## src/assert_macros.svh

```systemverilog
// ---------------------------------------------------------------------------
// assert_macros.svh
// Shared concurrent assertion macros for the RTL.
// ---------------------------------------------------------------------------
`ifndef ASSERT_MACROS_SVH
`define ASSERT_MACROS_SVH

// Property must hold at every clock edge outside reset.
`define ASSERT_AT(label, clk, rst_n, prop, msg) \
    label: assert property (@(posedge clk) disable iff (!(rst_n)) (prop)) else $error(msg);

// Condition must never be seen at a clock edge outside reset.
`define ASSERT_NEVER(label, clk, rst_n, cond, msg) \
    label: assert property (@(posedge clk) disable iff (!(rst_n)) !(cond)) else $error(msg);

`endif

```

## src/gdnr_pkg.sv

```systemverilog
// ---------------------------------------------------------------------------
// gdnr_pkg
// Types, widths and calendar tables for the Gregorian day-number register.
// ---------------------------------------------------------------------------
package gdnr_pkg;

    // Field widths
    localparam int COUNT_W = 22;
    localparam int YEAR_W  = 14;
    localparam int MONTH_W = 4;
    localparam int DAY_W   = 5;
    localparam int OFFS_W  = 21;

    // Working widths of the shared compare-subtract unit
    localparam int REM_W   = 23;
    localparam int ACC_W   = 24;

    // Calendar decomposition steps: 400-year cycles, centuries,
    // four-year blocks, single years
    localparam int          STEPS     = 15;
    localparam int          STEP_W    = 4;
    localparam logic [3:0]  LAST_STEP = 4'(STEPS - 1);

    // Request kinds
    typedef enum logic [2:0] {
        KIND_SET_DATE  = 3'd0,
        KIND_LOAD      = 3'd1,
        KIND_ADD       = 3'd2,
        KIND_SET_YEAR  = 3'd3,
        KIND_SET_MONTH = 3'd4,
        KIND_SET_DAY   = 3'd5,
        KIND_READ      = 3'd6
    } t_kind;

    // Result of one compare-subtract-accumulate step
    typedef struct packed {
        logic                    ge;
        logic [REM_W-1:0]        rem;
        logic signed [ACC_W-1:0] acc;
    } t_step_res;

    // Year weight of a decomposition step
    function automatic logic [YEAR_W-1:0] f_year_w(input logic [STEP_W-1:0] step);
        logic [YEAR_W-1:0] w;
        unique case (step)
            4'd0:    w = 14'd12800;
            4'd1:    w = 14'd6400;
            4'd2:    w = 14'd3200;
            4'd3:    w = 14'd1600;
            4'd4:    w = 14'd800;
            4'd5:    w = 14'd400;
            4'd6:    w = 14'd200;
            4'd7:    w = 14'd100;
            4'd8:    w = 14'd64;
            4'd9:    w = 14'd32;
            4'd10:   w = 14'd16;
            4'd11:   w = 14'd8;
            4'd12:   w = 14'd4;
            4'd13:   w = 14'd2;
            4'd14:   w = 14'd1;
            default: w = '0;
        endcase
        return w;
    endfunction

    // Day weight of a decomposition step (days in that many years)
    function automatic logic [REM_W-1:0] f_day_w(input logic [STEP_W-1:0] step);
        logic [REM_W-1:0] w;
        unique case (step)
            4'd0:    w = 23'd4675104;
            4'd1:    w = 23'd2337552;
            4'd2:    w = 23'd1168776;
            4'd3:    w = 23'd584388;
            4'd4:    w = 23'd292194;
            4'd5:    w = 23'd146097;
            4'd6:    w = 23'd73048;
            4'd7:    w = 23'd36524;
            4'd8:    w = 23'd23376;
            4'd9:    w = 23'd11688;
            4'd10:   w = 23'd5844;
            4'd11:   w = 23'd2922;
            4'd12:   w = 23'd1461;
            4'd13:   w = 23'd730;
            4'd14:   w = 23'd365;
            default: w = '0;
        endcase
        return w;
    endfunction

    // Days before a month in a common year; index 13 is the whole year
    function automatic logic [8:0] f_cum_days(input logic [MONTH_W-1:0] m);
        logic [8:0] c;
        unique case (m)
            4'd0, 4'd1: c = 9'd0;
            4'd2:       c = 9'd31;
            4'd3:       c = 9'd59;
            4'd4:       c = 9'd90;
            4'd5:       c = 9'd120;
            4'd6:       c = 9'd151;
            4'd7:       c = 9'd181;
            4'd8:       c = 9'd212;
            4'd9:       c = 9'd243;
            4'd10:      c = 9'd273;
            4'd11:      c = 9'd304;
            4'd12:      c = 9'd334;
            default:    c = 9'd365;
        endcase
        return c;
    endfunction

    // Length of a month, February by the leap flag
    function automatic logic [DAY_W-1:0] f_month_len(input logic [MONTH_W-1:0] m,
                                                     input logic leap);
        logic [DAY_W-1:0] l;
        unique case (m)
            4'd2:                            l = leap ? 5'd29 : 5'd28;
            4'd4, 4'd6, 4'd9, 4'd11:         l = 5'd30;
            4'd1, 4'd3, 4'd5, 4'd7, 4'd8,
            4'd10, 4'd12:                    l = 5'd31;
            default:                         l = 5'd0;
        endcase
        return l;
    endfunction

    // Leap flag from the step outcomes: year is a multiple of four when the
    // single-year digit is three, a century when also the block digit is 24,
    // and a multiple of 400 when also the century digit is three
    function automatic logic f_leap_of_steps(input logic [STEPS-1:0] q);
        logic [1:0] q100;
        logic [4:0] q4;
        logic [1:0] q1;
        q100 = {q[6], q[7]};
        q4   = {q[8], q[9], q[10], q[11], q[12]};
        q1   = {q[13], q[14]};
        return (q1 == 2'd3) && ((q4 != 5'd24) || (q100 == 2'd3));
    endfunction

endpackage

```

## src/gdnr_step_unit.sv

```systemverilog
// ---------------------------------------------------------------------------
// gdnr_step_unit
// Shared compare-subtract-accumulate step: when the remainder reaches the
// compare value, subtract it and add the weight to the accumulator.
// ---------------------------------------------------------------------------
module gdnr_step_unit (
    input  logic [gdnr_pkg::REM_W-1:0]        i_rem,
    input  logic [gdnr_pkg::REM_W-1:0]        i_cmp,
    input  logic signed [gdnr_pkg::ACC_W-1:0] i_acc,
    input  logic [gdnr_pkg::REM_W-1:0]        i_add,
    output gdnr_pkg::t_step_res               o_res
);
    import gdnr_pkg::*;

    logic [REM_W:0] w_diff;

    // Compare by subtraction; the borrow says the remainder is short
    assign w_diff    = {1'b0, i_rem} - {1'b0, i_cmp};
    assign o_res.ge  = ~w_diff[REM_W];
    assign o_res.rem = o_res.ge ? w_diff[REM_W-1:0] : i_rem;
    assign o_res.acc = o_res.ge ? (i_acc + $signed({1'b0, i_add})) : i_acc;

endmodule

```

## src/gregorian_day_number_register_top.sv

```systemverilog
// ---------------------------------------------------------------------------
// gregorian_day_number_register_top
// Day-count register of the proleptic Gregorian calendar with date loads,
// offset adds, field replacement and conversion back to year, month, day.
// ---------------------------------------------------------------------------
// Usage:
//   Slave side takes one request per handshake: tuser holds the kind, tdata
//   the year, month, day, offset and count operands. Master side returns one
//   result per request: tdata holds count, year, month and day, tuser the
//   leap and range-error flags.
//   A read returns the stored date through the output stage; a load or add
//   clamps the new count and converts it back to year, month and day; a
//   date or field set first turns the date into a count (year zero skips
//   the year steps), then clamps and converts back like a load.
//   One request is in work at a time; s_axis_tready is high only while the
//   sequencer is idle and reset is released. The sequencer uses one shared
//   compare-subtract unit that walks 15 calendar steps (400-year cycles down
//   to single years) per conversion direction plus up to 11 month steps.
//   A finished result sits in the output register; the next request is
//   taken meanwhile and holds in its last step while the receiver stalls.
//   Reset sets the count to 1 (1 January of year 1) and empties the output.
// ---------------------------------------------------------------------------
`include "assert_macros.svh"

module gregorian_day_number_register_top #(
    parameter int MAX_YEAR = 9999
) (
    input  logic        i_clk,
    input  logic        i_rst_n,
    // Request channel
    input  logic        i_s_axis_tvalid,
    output logic        o_s_axis_tready,
    // year_in[13:0], month_in[17:14], day_in[22:18], offset[43:23],
    // count_in[65:44], zero pad[71:66]
    input  logic [71:0] i_s_axis_tdata,
    // kind[2:0]
    input  logic [2:0]  i_s_axis_tuser,
    // Result channel
    output logic        o_m_axis_tvalid,
    input  logic        i_m_axis_tready,
    // count_out[21:0], year_out[35:22], month_out[39:36], day_out[44:40],
    // zero pad[47:45]
    output logic [47:0] o_m_axis_tdata,
    // is_leap[0], range_error[1]
    output logic [1:0]  o_m_axis_tuser
);
    import gdnr_pkg::*;

    // Count of 31 December of the last year
    localparam int MAX_COUNT = 365 * MAX_YEAR + MAX_YEAR / 4 - MAX_YEAR / 100
                               + MAX_YEAR / 400;
    localparam logic [COUNT_W-1:0]      MAX_CNT = COUNT_W'(MAX_COUNT);
    localparam logic signed [ACC_W-1:0] MAX_ACC = ACC_W'(MAX_COUNT);

    typedef enum logic [2:0] {
        ST_IDLE,
        ST_Y2C,
        ST_M2C,
        ST_CLAMP,
        ST_C2Y,
        ST_C2M,
        ST_OUT
    } t_state;

    // Registers
    t_state                  r_state,     n_state;
    logic [STEP_W-1:0]       r_step,      n_step;
    logic [STEPS-1:0]        r_qbits,     n_qbits;
    logic [REM_W-1:0]        r_rem,       n_rem;
    logic signed [ACC_W-1:0] r_acc,       n_acc;
    logic [MONTH_W-1:0]      r_tm,        n_tm;
    logic [DAY_W-1:0]        r_td,        n_td;
    logic                    r_tleap,     n_tleap;
    logic [COUNT_W-1:0]      r_count,     n_count;
    logic [YEAR_W-1:0]       r_year,      n_year;
    logic [MONTH_W-1:0]      r_mon,       n_mon;
    logic [DAY_W-1:0]        r_day,       n_day;
    logic                    r_leap,      n_leap;
    logic                    r_err,       n_err;
    logic                    r_out_valid, n_out_valid;
    logic [47:0]             r_out_data,  n_out_data;
    logic [1:0]              r_out_user,  n_out_user;

    // Request fields
    t_kind                   w_kind;
    logic [YEAR_W-1:0]       w_year_in;
    logic [MONTH_W-1:0]      w_month_in;
    logic [DAY_W-1:0]        w_day_in;
    logic signed [OFFS_W-1:0] w_offset;
    logic [COUNT_W-1:0]      w_count_in;

    // Sequencer helpers
    logic                    w_accept;
    logic [YEAR_W-1:0]       w_sel_y;
    logic [MONTH_W-1:0]      w_sel_m;
    logic [DAY_W-1:0]        w_sel_d;
    logic [MONTH_W-1:0]      w_mm;
    logic                    w_adj;
    logic [STEPS-1:0]        w_qbits;
    logic [REM_W-1:0]        u_cmp;
    logic [REM_W-1:0]        u_add;
    t_step_res               u_res;

    // Unpack the request
    assign w_kind     = t_kind'(i_s_axis_tuser);
    assign w_year_in  = i_s_axis_tdata[13:0];
    assign w_month_in = i_s_axis_tdata[17:14];
    assign w_day_in   = i_s_axis_tdata[22:18];
    assign w_offset   = $signed(i_s_axis_tdata[43:23]);
    assign w_count_in = i_s_axis_tdata[65:44];

    // Take requests only when idle and out of reset
    assign o_s_axis_tready = (r_state == ST_IDLE) && i_rst_n;
    assign w_accept        = i_s_axis_tvalid && o_s_axis_tready;

    assign o_m_axis_tvalid = r_out_valid;
    assign o_m_axis_tdata  = r_out_data;
    assign o_m_axis_tuser  = r_out_user;

    // Month index clamped to a whole year; February 29 shifts later months
    assign w_mm    = (r_tm > 4'd13) ? 4'd13 : r_tm;
    assign w_adj   = r_tleap && (w_mm > 4'd2);
    assign w_qbits = r_qbits | (STEPS'(u_res.ge) << r_step);

    // Pick the target date by kind: take the request date, or replace one field of the stored date
    always_comb begin
        w_sel_y = w_year_in;
        w_sel_m = w_month_in;
        w_sel_d = w_day_in;
        unique case (w_kind) inside
            KIND_SET_YEAR: begin
                w_sel_m = r_mon;
                w_sel_d = r_day;
            end
            KIND_SET_MONTH: begin
                w_sel_y = r_year;
                w_sel_d = r_day;
            end
            KIND_SET_DAY: begin
                w_sel_y = r_year;
                w_sel_m = r_mon;
            end
            default: ;
        endcase
    end

    // Feed the shared unit for the current sequencer step
    always_comb begin
        u_cmp = '0;
        u_add = '0;
        unique case (r_state)
            ST_Y2C: begin
                u_cmp = REM_W'(f_year_w(r_step));
                u_add = f_day_w(r_step);
            end
            ST_M2C: begin
                u_add = REM_W'(f_cum_days(w_mm)) + REM_W'(w_adj) + REM_W'(r_td);
            end
            ST_C2Y: begin
                u_cmp = f_day_w(r_step);
                u_add = REM_W'(f_year_w(r_step));
            end
            ST_C2M: begin
                u_cmp = REM_W'(f_month_len(r_acc[MONTH_W-1:0], r_leap));
                u_add = REM_W'(1);
            end
            default: ;
        endcase
    end

    gdnr_step_unit u_step (
        .i_rem (r_rem),
        .i_cmp (u_cmp),
        .i_acc (r_acc),
        .i_add (u_add),
        .o_res (u_res)
    );

    // Sequencer next state
    always_comb begin
        n_state     = r_state;
        n_step      = r_step;
        n_qbits     = r_qbits;
        n_rem       = r_rem;
        n_acc       = r_acc;
        n_tm        = r_tm;
        n_td        = r_td;
        n_tleap     = r_tleap;
        n_count     = r_count;
        n_year      = r_year;
        n_mon       = r_mon;
        n_day       = r_day;
        n_leap      = r_leap;
        n_err       = r_err;
        n_out_valid = r_out_valid;
        n_out_data  = r_out_data;
        n_out_user  = r_out_user;

        // Drop the result once taken
        if (r_out_valid && i_m_axis_tready) begin
            n_out_valid = 1'b0;
        end

        unique case (r_state)
            ST_IDLE: begin
                if (w_accept) begin
                    unique case (w_kind) inside
                        KIND_SET_DATE, KIND_SET_YEAR, KIND_SET_MONTH,
                        KIND_SET_DAY: begin
                            n_tm = w_sel_m;
                            n_td = w_sel_d;
                            if (w_sel_y == '0) begin
                                // Year zero: leap year right before year one
                                n_acc   = -24'sd366;
                                n_tleap = 1'b1;
                                n_state = ST_M2C;
                            end else begin
                                n_rem   = {9'b0, w_sel_y - 14'd1};
                                n_acc   = '0;
                                n_step  = '0;
                                n_qbits = '0;
                                n_state = ST_Y2C;
                            end
                        end
                        KIND_LOAD: begin
                            n_acc   = $signed({2'b0, w_count_in});
                            n_state = ST_CLAMP;
                        end
                        KIND_ADD: begin
                            n_acc   = $signed({2'b0, r_count})
                                      + $signed({{3{w_offset[OFFS_W-1]}}, w_offset});
                            n_state = ST_CLAMP;
                        end
                        default: begin
                            n_err   = 1'b0;
                            n_state = ST_OUT;
                        end
                    endcase
                end
            end
            ST_Y2C: begin
                // Years before the target into days
                n_rem   = u_res.rem;
                n_acc   = u_res.acc;
                n_qbits = w_qbits;
                if (r_step == LAST_STEP) begin
                    n_tleap = f_leap_of_steps(w_qbits);
                    n_state = ST_M2C;
                end else begin
                    n_step = r_step + 4'd1;
                end
            end
            ST_M2C: begin
                // Whole months and the day
                n_acc   = u_res.acc;
                n_state = ST_CLAMP;
            end
            ST_CLAMP: begin
                if (r_acc < 24'sd1) begin
                    n_count = 22'd1;
                    n_err   = 1'b1;
                end else if (r_acc > MAX_ACC) begin
                    n_count = MAX_CNT;
                    n_err   = 1'b1;
                end else begin
                    n_count = r_acc[COUNT_W-1:0];
                    n_err   = 1'b0;
                end
                n_rem   = {1'b0, n_count} - 23'd1;
                n_acc   = 24'sd1;
                n_step  = '0;
                n_qbits = '0;
                n_state = ST_C2Y;
            end
            ST_C2Y: begin
                // Days into years; remainder is the day of the year
                n_rem   = u_res.rem;
                n_acc   = u_res.acc;
                n_qbits = w_qbits;
                if (r_step == LAST_STEP) begin
                    n_year  = u_res.acc[YEAR_W-1:0];
                    n_leap  = f_leap_of_steps(w_qbits);
                    n_acc   = 24'sd1;
                    n_state = ST_C2M;
                end else begin
                    n_step = r_step + 4'd1;
                end
            end
            ST_C2M: begin
                // Advance the month while the remainder covers it
                if (!u_res.ge || (r_acc[MONTH_W-1:0] == 4'd12)) begin
                    n_mon   = r_acc[MONTH_W-1:0];
                    n_day   = r_rem[DAY_W-1:0] + 5'd1;
                    n_state = ST_OUT;
                end else begin
                    n_rem = u_res.rem;
                    n_acc = u_res.acc;
                end
            end
            ST_OUT: begin
                // Hold until the output register is free
                if (!r_out_valid || i_m_axis_tready) begin
                    n_out_valid = 1'b1;
                    n_out_data  = {3'b0, r_day, r_mon, r_year, r_count};
                    n_out_user  = {r_err, r_leap};
                    n_state     = ST_IDLE;
                end
            end
            default: n_state = ST_IDLE;
        endcase
    end

    // State and registered outputs
    always_ff @(posedge i_clk) begin
        if (!i_rst_n) begin
            r_state     <= ST_IDLE;
            r_count     <= 22'd1;
            r_year      <= 14'd1;
            r_mon       <= 4'd1;
            r_day       <= 5'd1;
            r_leap      <= 1'b0;
            r_out_valid <= 1'b0;
        end else begin
            r_state     <= n_state;
            r_count     <= n_count;
            r_year      <= n_year;
            r_mon       <= n_mon;
            r_day       <= n_day;
            r_leap      <= n_leap;
            r_out_valid <= n_out_valid;
        end
        r_step     <= n_step;
        r_qbits    <= n_qbits;
        r_rem      <= n_rem;
        r_acc      <= n_acc;
        r_tm       <= n_tm;
        r_td       <= n_td;
        r_tleap    <= n_tleap;
        r_err      <= n_err;
        r_out_data <= n_out_data;
        r_out_user <= n_out_user;
    end

    // Checks
    `ASSERT_NEVER(a_count_range, i_clk, i_rst_n, (r_count == 22'd0) || (r_count > MAX_CNT), "stored count left 1..MAX")
    `ASSERT_AT(a_err_clamped, i_clk, i_rst_n, (o_m_axis_tvalid && o_m_axis_tuser[1]) |-> ((o_m_axis_tdata[21:0] == 22'd1) || (o_m_axis_tdata[21:0] == MAX_CNT)), "range error without clamped count")
    `ASSERT_AT(a_date_fields, i_clk, i_rst_n, o_m_axis_tvalid |-> ((o_m_axis_tdata[39:36] >= 4'd1) && (o_m_axis_tdata[39:36] <= 4'd12) && (o_m_axis_tdata[44:40] != 5'd0)), "result month or day out of range")
    `ASSERT_AT(a_step_bound, i_clk, i_rst_n, ((r_state == ST_Y2C) || (r_state == ST_C2Y)) |-> (r_step <= LAST_STEP), "step counter ran past the last calendar step")

endmodule
```

## config.mk

```make
export PLATFORM = sky130hd
export DESIGN_NAME = gregorian_day_number_register_top
export DESIGN_NICKNAME = d
export VERILOG_FILES = /design/src/gdnr_pkg.sv /design/src/gdnr_step_unit.sv /design/src/gregorian_day_number_register_top.sv
export VERILOG_INCLUDE_DIRS = /design/src /design/src/src
export SDC_FILE = /design/constraint.sdc
export NUM_CORES = 1
export LEC_CHECK = 0
export BUFFER_PORTS_ARGS = -buffer_cell sky130_fd_sc_hd__buf_4
export CAP_MARGIN = 20
export CELL_PAD_IN_SITES_DETAIL_PLACEMENT = 1
export CELL_PAD_IN_SITES_GLOBAL_PLACEMENT = 1
export CORE_ASPECT_RATIO = 1.75
export CORE_MARGIN = 2
export CORE_UTILIZATION = 50
export DETAILED_ROUTE_END_ITERATION = 8
export PLACE_DENSITY = 0.94
export SLEW_MARGIN = 20
export SYNTH_ARGS = -nofsm -noshare
export SYNTH_HDL_FRONTEND = slang
export SYNTH_HIERARCHICAL = 1
export SYNTH_SLANG_ARGS = --single-unit
export TNS_END_PERCENT = 50
```

## constraint.sdc

```tcl
create_clock -name i_clk -period 17.1 [get_ports i_clk]
set_input_delay 2.565 -clock i_clk [delete_from_list [all_inputs] [get_ports i_clk]]
set_output_delay 2.565 -clock i_clk [all_outputs]
set_load 0.02 [all_outputs]
```

---- After elaboration in Yosys (flattened, before gate mapping) ----
Memories as Yosys holds them, arrays and structs flattened. A register that Yosys moved wholly into a read port is not among the register bits.
Cells that the tools add are included.
word-level totals
  register bits after elaboration ......... 174
  bits in read-only memories .............. 1328
  word-level logic and storage cells ...... 174
  memories kept ........................... 5
memory list
  memory            words  width  read ports  clocked after Yosys merged registers in  wr ports  line            RTL
  (name not given)  16     23     1           1                                        0         gdnr_pkg.sv:69  unique case (step)
  (name not given)  16     23     1           1                                        0         gdnr_pkg.sv:69
  (name not given)  16     14     1           1                                        0         gdnr_pkg.sv:45  unique case (step)
  (name not given)  16     14     1           1                                        0         gdnr_pkg.sv:45
  (name not given)  16     9      1           0                                        0         gdnr_pkg.sv:93  unique case (m)
cells by class
  add/subtract/negate cells ............... 9
  order comparisons ....................... 4
  equal/unequal tests ..................... 39
  shifts and indexed selects .............. 1
  mux-type cells .......................... 59
  bitwise gates (word level) .............. 2
  reductions and logical operators ........ 38
operators with widths
  cell                                                                            count
  23-bit one-hot mux with 4 select lines                                          2
  24-bit 2-to-1 mux                                                               5
  24-bit one-hot mux with 5 select lines                                          1
  23-bit 2-to-1 mux                                                               5
  24-bit one-hot mux with 3 select lines                                          1
  23-bit one-hot mux with 3 select lines                                          1
  22-bit 2-to-1 mux                                                               3
  15-bit 2-to-1 mux                                                               3
  15-bit one-hot mux with 3 select lines                                          1
  4-bit 2-to-1 mux                                                                10
  23-bit by 21-bit adder with 24-bit output                                       1
  24-bit adder                                                                    1
  4-bit equality test (second input constant)                                     6
  24-bit by 23-bit > comparator with 1-bit output (second input constant)         1
  24-bit by 2-bit less-than comparator with 1-bit output (second input constant)  1
  23-bit by 23-bit subtractor with 24-bit output                                  1
  22-bit by 1-bit subtractor with 23-bit output (second input constant)           1
  3-bit one-hot mux with 7 select lines                                           1
  5-bit AND reduction                                                             4
  2-bit != test (second input constant)                                           9
  4-bit by 3-bit equality test with 1-bit output (second input constant)          4
  3-bit equality test (second input constant)                                     5
  3-bit 2-to-1 mux                                                                5
  15-bit bitwise OR                                                               1
  42 further kinds                                                                79

---- Depth between registers and ports, before layout ----
Gate-level depths: netlist of the first run.
  depth after elaboration ................. 13
  mapped depth ............................ 31

---- Cells and area by module ----
The synthesis of the first run kept the hierarchy.
by module, submodules not included
  module                             instances  cells an instance  area an instance (um^2)  seq. area each (um^2)
  gregorian_day_number_register_top  1          1260               11707.5                  5265.0
  gdnr_step_unit                     1          431                3203.1                   0.0

---- Worst setup path after synthesis of the first run ----
No wires, ideal clock.
  path kind ............................... input -> register
  start point ............................. in i_s_axis_tuser[1]
  end point ............................... reg r_rem[0] (enable)
  setup time .............................. 438 ps
  arrival time ............................ 6394 ps
  required time ........................... 16662 ps
  slack ................................... 10267 ps
  stages .................................. 12
  path buffers ............................ 3
  path through ............................ nand2b_1 > buf_2 > buf_1 > mux2i_1 > ha_1 > and4_1 > o2111ai_2 > or2_1 > buf_2 > a31oi_1 > nor2b_1 > o31ai_1
on the way
  longest elaborated chain between the ends .. 6
ends and longest elaborated chain
  item                               line                                      RTL
  from (decl)                        gregorian_day_number_register_top.sv:37   input logic [2:0] i_s_axis_tuser,
  3-bit equality test (no line)      --
  2-bit OR reduction (no line)       --
  14-bit 2-to-1 mux                  gregorian_day_number_register_top.sv:130  unique case (w_kind) inside
  14-bit logical NOT                 gregorian_day_number_register_top.sv:212  if (w_sel_y == '0) begin
  2-bit != test (no line)            --
  5-bit AND reduction (no line) (*)  --
  to (signal assigned)               gregorian_day_number_register_top.sv:334  r_rem <= n_rem;
  to (decl)                          gregorian_day_number_register_top.sv:69   logic [REM_W-1:0] r_rem, n_rem;
Mark *: on every way between the ends. The rest lies on a longest branch, timed or not.
A chain may end at the register's enable or synchronous reset.

==> results of run 1 <==
-- layer usage --
| metal | vias up | GRT usage | part of all wire |
|---|---|---|---|
| met5 | - | 0 | 0.00027 |
| met4 | 2 | 0.308 | 0.097 |
| met3 | 401 | 0.0782 | 0.077 |
| met2 | 966 | 0.678 | 0.50 |
| met1 | 7400 | 0.376 | 0.32 |
| li1 | 6377 | - | - |
-- worst max-delay path by stage --
stage                      start             endpoint  slack [ps]  cells past startpoint
6_report       r_tm[2]$_DFFE_PP_  r_acc[23]$_DFFE_PP_        9870                     29
3_5_place_dp   i_s_axis_tuser[1]             register       10470                     13
5_1_grt        r_tm[2]$_DFFE_PP_  r_acc[23]$_DFFE_PP_        9520                     29
3_3_place_gp   i_s_axis_tuser[1]             register       10660                     13
2_1_floorplan  i_s_axis_tuser[1]   r_rem[0]$_DFFE_PP_       10270                     12
4_1_cts        r_tm[2]$_DFFE_PP_  r_acc[23]$_DFFE_PP_       10260                     29
-- stage by stage --
step	worst slack, ps	utilization	hold slack (ps)	cells	cell area [sq um]
after CTS	10260	0.571	461	2159	16800
after floorplan	10270	-	400	1693	14900
final	9870	0.571	474	2159	16800
after global routing	9520	0.571	463	2159	16800
after detailed placement	10470	0.547	443	2121	16100
after global placement	10660	0.547	441	2121	16100
-- area by class of cell --
cell class | count | area [sq um] | area share
Sequential cell | 204 | 5270 | 0.314
Inverter | 60 | 225 | 0.0134
Timing Repair Buffer | 146 | 1100 | 0.0654
Multi-Input combinational cell | 1329 | 9000 | 0.537
Clock inverter | 12 | 148 | 0.00880
Tap cell | 382 | 478 | 0.0285
Clock buffer | 26 | 554 | 0.0331
-- power breakdown --
group | internal (mW) | switching [mW]
combinational | 0.462 | 0.749
clock | 0.278 | 0.212
sequential | 0.629 | 0.123
-- worst register-to-register path: cells and delay by family, from the launching register on --
kind            cells  cell delay, ps
compound gates     11            2690
simple gates        8            1400
fa+ha+maj           4            1320
buf+inv             4             470
flops               1             690
xor+xnor            2             510
-- cells by family (layout without fill, tap and decap cells) --
family                     count (synthesis)  after routing  share of synthesized area
muxes                                     76             76                     0.0613
adders and majority gates                 98             98                     0.0848
xor gates and xnor gates                  92             92                     0.0540
AOI/OAI and AO/OA                        516            516                      0.229
DFF                                      204            204                      0.353
and+or+nand+nor                          544            544                      0.172
buffers and inverters                    160            244                     0.0456
other                                      1              3                   0.000251
-- cells in the final DEF, fill, tap and decap left out, types with 57 or more instances in the layout --
master,instances
dfxtp_1,86
nor2_1,163
nand2_1,166
a21oi_1,154
o21ai_0,66
edfxtp_1,118
inv_1,57
ha_1,93
xnor2_1,59
buf_4,146
==> flow_summary.ini, run 1 <==
[synth]
synth.area.top_cells = edfxtp_1 24%, dfxtp_1 12%, ha_1 7.8%, a21oi_1 5.2%, nand2_1 4.2%
async_flop_share = 0
ys_seq_elements = 204
syn_area_per_cell_sq_um = 8.82
synth_cell_types = 92
synth_most_common_cell = nand2_1
synthTopCellsByCount = 167 x nand2_1, 163 x nor2_1, 155 x a21oi_1, 118 x edfxtp_1, 93 x ha_1
syn_area_sq_um = 14900
synth_ff_type = edfxtp_1
yosys.area.top_type = edfxtp_1
synth_cells = 1691
ys_seq_area_frac = 0.353
synth_edf_count = 118
yosys_warnings = 6
yosys.area.top_type_share = 0.238

[route]
vias_per_cell = 7.02
wl_per_cell_microns = 27.9
first_pass_iters = 5
detail-route-antenna-nets = 0
drc = 0
finalWirelength_mm = 60.1
vias = 15100
drt_iter0_markers = 1527

[sta]
slew_headroom = 0.304
worst_pin_slew_ps = 1040
rsz0062_at_grt = no
tns_ps = 0
setup_violations = 0
post-route-min-period_ps = 7230
worst_clock_skew_ps = 20.6
hold_viol_final = 0
fin_crit_sh = 0.423
drv_slew = 0
max_freq_mhz = 138

[critical_path]
cp.required_ps = 17490
cp_common_cell = a21oi_1
crit_family = compound AO/OA/AOI/OAI gates
path_class = reg -> reg
crit_fanout = 16
worstRegToRegCells = 29
rr_endpoint = r_acc[23]$_DFFE_PP_
path_buf_inv = 4
slowest_stage = edfxtp_1
worstSetupEndpointType = register
critPathArrivalTime_ps = 7620
start_kind = register
slowest_delay_ps = 690
timing.reg2reg.setup_slack_ps = 9870
r2r-start = r_tm[2]$_DFFE_PP_

[flow_run]
cap_violations = 0

[pwr]
ir_drop_mv = 0.0972
leakage_nw = 6.71
p_per_area_nw_per_um2 = 146
fin_total_pwr_mw = 2.45

[hold_path]
min_to = o_m_axis_tuser[1]$_DFFE_PP_
hold_start = r_err$_SDFFCE_PN0P_
hp-class = reg -> reg
min_path_cells = 0

[clock_tree]
cts_hold_buf = 0
clockRootBuffer = clkbuf_16
cts_buffer_depth = 3
cts_buffers = 21
clk_latency_ps = 540
clk_pin_slew_worst_paths_ps = 70
cts_resized = 0
cts_setup_buffers = 0
cts_sinks = 204
cts_tree = done
htree_levels = 1

[die]
core.rowCount = 83
die_w_microns = 135
start_util = 0.507
fp.dieArea_sq_um = 31300
ios = 131
die_y_microns = 232
core_sq_um = 29400

[grt]
grt_max_degree = 47
first_global_vias = 16100
grt_overflow = 0
antenna_found_initial = 1
grt_usage = 0.380
grt_pass1_wl_mm = 91.7

[placement]
dp_hpwl_mm = 42.2
portBuffers = 121
gp_congestion = 0.968

[cells_and_area]
fill_cells = 3367
layout.nets = 1939
area_growth_pct = 12.5
antenna_cells = 0
drive_gt1_frac = 0.149

[outcome]
outcome = completed
No activity file was read; power rests on OpenSTA's default activity.
==> run 2, diff against run 1 <==
ABC_AREA = 1   (was not set)
CORE_UTILIZATION = 40   (was 50)
PLACE_DENSITY = 0.86   (was 0.94)
clock period = 6.65 ns   (was 17.1 ns; I/O delays follow)
==> run 2 against run 1 <==
Routed wire length rose by 11%. Hold slack worse by 15 ps. Synthesized area up 6.7%. Design area increased by 6.9%. Critical path type unchanged. Highest routed layer is now met4.
==> flow_summary.ini, run 2 <==
[critical_path]
cp_common_cell = nor2_1
rr_endpoint = r_acc[9]$_DFFE_PP_
slowest_delay_ps = 530
start_kind = register
slowest_stage = edfxtp_1
crit_fanout = 10
cp.required_ps = 7010
worstSetupEndpointType = register
r2r-start = r_tm[2]$_DFFE_PP_
critPathArrivalTime_ps = 6070
worstRegToRegCells = 28
timing.reg2reg.setup_slack_ps = 940
path_class = reg -> reg
startpoint = r_tm[2]$_DFFE_PP_

[synth]
yosys.area.top_type_share = 0.223
synthTopCellsByCount = 674 x nand2_1, 343 x inv_1, 277 x nor2_1, 160 x nand3_1, 154 x a21oi_1
async_flop_share = 0
yosys_warnings = 6
syn_area_sq_um = 15900
ys_seq_elements = 204
synth_edf_count = 118
synth_ff_type = edfxtp_1
yosys.area.top_type = edfxtp_1
synth_cell_types = 60
ys_seq_area_frac = 0.331
syn_area_per_cell_sq_um = 6.70
synth.area.top_cells = edfxtp_1 22%, nand2_1 16%, dfxtp_1 11%, inv_1 8.1%, ha_1 7.3%
synth_most_common_cell = nand2_1
synth_cells = 2377

[clock_tree]
cts_resized = 0
clockRootBuffer = clkbuf_16
cts_hold_buf = 0
clk_latency_ps = 530
clk_pin_slew_worst_paths_ps = 70
cts_buffers = 20
cts_tree = done
cts_buffer_depth = 3
cts_setup_buffers = 0
htree_levels = 1
cts_sinks = 204

[sta]
worst_pin_slew_ps = 1020
slew_headroom = 0.317
post-route-min-period_ps = 5710
hold_viol_final = 0
fin_crit_sh = 0.858
setup_violations = 0
worst_clock_skew_ps = 26.4
setup_slack_ps = 942
max_freq_mhz = 175
rsz0062_at_grt = no
tns_ps = 0
holdWs_ps = 459
drv_slew = 0

[route]
finalWirelength_mm = 66.9
wl_per_cell_microns = 22.5
vias_per_cell = 5.59
first_pass_iters = 6
detail-route-antenna-nets = 0
drt_iter0_markers = 871
vias = 16700
drc = 0

[cells_and_area]
fin_cells = 2977
area_growth_pct = 12.6
final_cell_mix = 674 x nand2_1, 343 x inv_1, 274 x nor2_1
drive_gt1_frac = 0.101
layout.nets = 2649
fin_util = 0.456
stdcell_area_sq_um = 17900
layout_commonest_cell = nand2_1

[placement]
portBuffers = 121
dp.cells = 2940
dp_hpwl_mm = 54.5
dpl_cell_area_sq_um = 17200
gp_congestion = 1.01
pre_cts_slack_ps = 1200

[grt]
grt_pass1_wl_mm = 101
antenna_found_initial = 1
grt_overflow = 0
first_global_vias = 17800
grt_max_degree = 47
grt_usage = 0.320

[die]
die_y_microns = 268
core_sq_um = 39300
core.rowCount = 96
ios = 131
die_w_microns = 155
start_util = 0.405
fp.dieArea_sq_um = 41500

[pwr]
ir_drop_mv = 0.202
p_per_area_nw_per_um2 = 511
leakage_nw = 8.75
fin_total_pwr_mw = 9.17

[flow_run]
cap_violations = 0

[hold_path]
hold_start = r_mon[0]$_SDFFE_PN1P_
min_to = o_m_axis_tdata[36]$_DFFE_PP_
hp-class = reg -> reg
min_path_cells = 0

[outcome]
outcome = completed
[run 2: worst max-delay path by stage]
stage / to / slack (ps)
finish: r_acc[9]$_DFFE_PP_ / 940
global placement: r_acc[9]$_DFFE_PP_ / 1530
floorplan: r_acc[0]$_DFFE_PP_ / 1380
detailed placement: r_acc[11]$_DFFE_PP_ / 1200
global route: r_acc[9]$_DFFE_PP_ / 620
CTS: r_year[10]$_SDFFE_PN0P_ / 1130
[run 2: cells by family after synthesis]
| family | count (synthesis) | share of synthesized area |
|---|---|---|
| buffers and inverters | 433 | 0.109 |
| adders and majority gates | 98 | 0.0794 |
| xor gates and xnor gates | 31 | 0.0171 |
| AOI/OAI and AO/OA | 373 | 0.133 |
| and+or+nand+nor | 1228 | 0.324 |
| other | 1 | 0.000236 |
| DFF | 204 | 0.331 |
| muxes | 9 | 0.00621 |
[run 2: critical path: cells and delay by family (launching register included)]
family	cells	cell delay, ps
and+or+nand+nor	13	1740
AOI/OAI and AO/OA	8	1940
adders and majority gates	3	920
xor gates and xnor gates	1	120
buffers and inverters	3	270
DFF	1	530
[run 2: final cells by class]
type                    instances  area (sq um)
diodes                          1          2.50
clock buffers                  27           578
clock inverters                 9           108
fillers                      5127         21400
inverters                     365          1370
multi-input cells            1742          8940
flip-flops and latches        204          5270
well taps                     490           613
repair buffers                139          1040
[run 2: routing by layer]
layer | wire (microns) | vias up | GRT usage
met4 | 8410 | 0 | 0.329
li1 | - | 7902 | -
met5 | 0 | - | 0
met2 | 33500 | 505 | 0.587
met3 | 2170 | 246 | 0.0276
met1 | 22800 | 7999 | 0.304
[run 2: power breakdown]
group | switching (mW) | internal, mW
combinational | 4.05 | 1.64
clock | 0.545 | 0.695
sequential | 0.414 | 1.82
total | 5.01 | 4.16
==> run 3, diff against run 2 <==
==> constraint.sdc (replaced) <==
create_clock -name i_clk -period 6.65 [get_ports i_clk]
set_input_delay 0.3325 -clock i_clk [delete_from_list [all_inputs] [get_ports i_clk]]
set_output_delay 0.3325 -clock i_clk [all_outputs]
set_load 0.02 [all_outputs]
==> run 3 against run 2 <==
Total power rose by 0.36%. Fmax rose by 1.9%. Design area about the same. Routed wire length increased by 0.37%. Critical endpoint is now r_acc[8]$_DFFE_PP_.
==> flow_summary.ini, run 3 (synthesized netlist as in run 2, its figures left out) <==
[outcome]
outcome = completed

[critical_path]
slowest_stage = a21oi_1
slowest_delay_ps = 600
rr_endpoint = r_acc[8]$_DFFE_PP_
worstRegToRegCells = 30
path_class = reg -> reg
r2r-start = r_tm[2]$_DFFE_PP_
start_kind = register
cp_common_cell = nand2_1
crit_fanout = 10
cp.required_ps = 7010
timing.reg2reg.setup_slack_ps = 1050
critPathArrivalTime_ps = 5960
startpoint = r_tm[2]$_DFFE_PP_
worstSetupEndpointType = register

[clock_tree]
htree_levels = 1
cts_resized = 0
clk_latency_ps = 530
cts_setup_buffers = 0
cts_buffer_depth = 3
cts_hold_buf = 0
cts_tree = done
clk_pin_slew_worst_paths_ps = 70
cts_sinks = 204
clockRootBuffer = clkbuf_16
cts_buffers = 21

[placement]
pre_cts_slack_ps = 1150
gp_congestion = 1.01
dpl_cell_area_sq_um = 17200
portBuffers = 121
dp_hpwl_mm = 55.0

[grt]
first_global_vias = 17600
grt_max_degree = 48
grt_pass1_wl_mm = 101
grt_usage = 0.322
grt_busiest_layer = met2
grt_util_met1 = 0.312
antenna_found_initial = 0
grtUsageMet3 = 0.0242
met2_usage = 0.592
grt_overflow = 0

[sta]
post-route-min-period_ps = 5600
tns_ps = 0
setup_slack_ps = 1050
max_freq_mhz = 179
setup_violations = 0
hold_viol_final = 0
drv_slew = 0
fin_crit_sh = 0.842
worst_clock_skew_ps = 21.2
slew_headroom = 0.331
rsz0062_at_grt = no
worst_pin_slew_ps = 999

[hold_path]
hp-class = in -> reg
min_path_cells = 2
min_to = r_td[4]$_DFFE_PP_
hold_start = i_s_axis_tdata[22]

[die]
fp.dieArea_sq_um = 41500
core_sq_um = 39300
start_util = 0.405
ios = 131
die_y_microns = 268
core.rowCount = 96
die_w_microns = 155

[route]
drc = 0
drt_iter0_markers = 802
vias_per_cell = 5.55
wl_per_cell_microns = 22.5
detail-route-antenna-nets = 0
first_pass_iters = 5
finalWirelength_mm = 67.1
vias = 16500

[pwr]
ir_drop_mv = 0.214
fin_total_pwr_mw = 9.20
p_int_mw = 4.16
share_comb_of_total_power = 0.622
p_per_area_nw_per_um2 = 513
pwr-share-seq = 0.243
pwr-share-clk = 0.135
leakage_nw = 8.76
p_sw_frac = 0.548
p_sw_mw = 5.04

[cells_and_area]
antenna_cells = 0
area_growth_pct = 12.7
fill_cells = 5129
layout_commonest_cell = nand2_1
stdcell_area_sq_um = 17900
drive_gt1_frac = 0.103
final_cell_mix = 674 x nand2_1, 343 x inv_1, 274 x nor2_1
layout.nets = 2651

[flow_run]
cap_violations = 0
## run 3: cell type report
type / count / area, sq um / share of cell area
Clock buffer: 26 / 596 / 0.0332
Clock inverter: 11 / 103 / 0.00572
Inverter: 365 / 1370 / 0.0765
Multi-Input combinational cell: 1742 / 8940 / 0.498
Sequential cell: 204 / 5270 / 0.293
Tap cell: 490 / 613 / 0.0342
Timing Repair Buffer: 140 / 1050 / 0.0586
## run 3: how the worst max path moves through the flow
stage | slack [ps] | endpoint
2_1_floorplan | 1380 | r_acc[0]$_DFFE_PP_
3_3_place_gp | 1590 | r_acc[9]$_DFFE_PP_
3_5_place_dp | 1150 | r_acc[9]$_DFFE_PP_
4_1_cts | 1050 | r_acc[9]$_DFFE_PP_
5_1_grt | 580 | r_acc[9]$_DFFE_PP_
6_report | 1050 | r_acc[8]$_DFFE_PP_
## run 3: stage by stage
stage / instances / utilization / hold slack, ps
detailed placement: 2941 / 0.439 / 423
finish: 2978 / 0.457 / 130
global placement: 2941 / 0.439 / 411
floorplan: 2379 / - / 400
global route: 2978 / 0.457 / 125
CTS: 2978 / 0.457 / 113
## run 3: worst max-delay path, delay by kind of cell, from the launching register on
| family | cells | cell delay (ps) |
|---|---|---|
| simple gates | 13 | 1560 |
| flops | 1 | 530 |
| xor+xnor | 1 | 170 |
| compound gates | 8 | 1920 |
| fa+ha+maj | 3 | 900 |
| buf+inv | 5 | 370 |
## run 3: routing by layer
layer | vias up | wire [microns]
met2 | 428 | 34000
li1 | 7924 | -
met3 | 227 | 1870
met1 | 7950 | 23300
met5 | - | 0
met4 | 0 | 7910
## run 3: power groups by stage
stage                     Combinational, mW  Clock, mW  Sequential [mW]
after floorplan                        3.91          0             2.03
after global placement                 5.40          0             2.23
after detailed placement               5.59          0             2.25
after CTS                              5.65       1.25             2.22
after global routing                   6.28       1.29             2.26
final                                  5.72       1.24             2.24
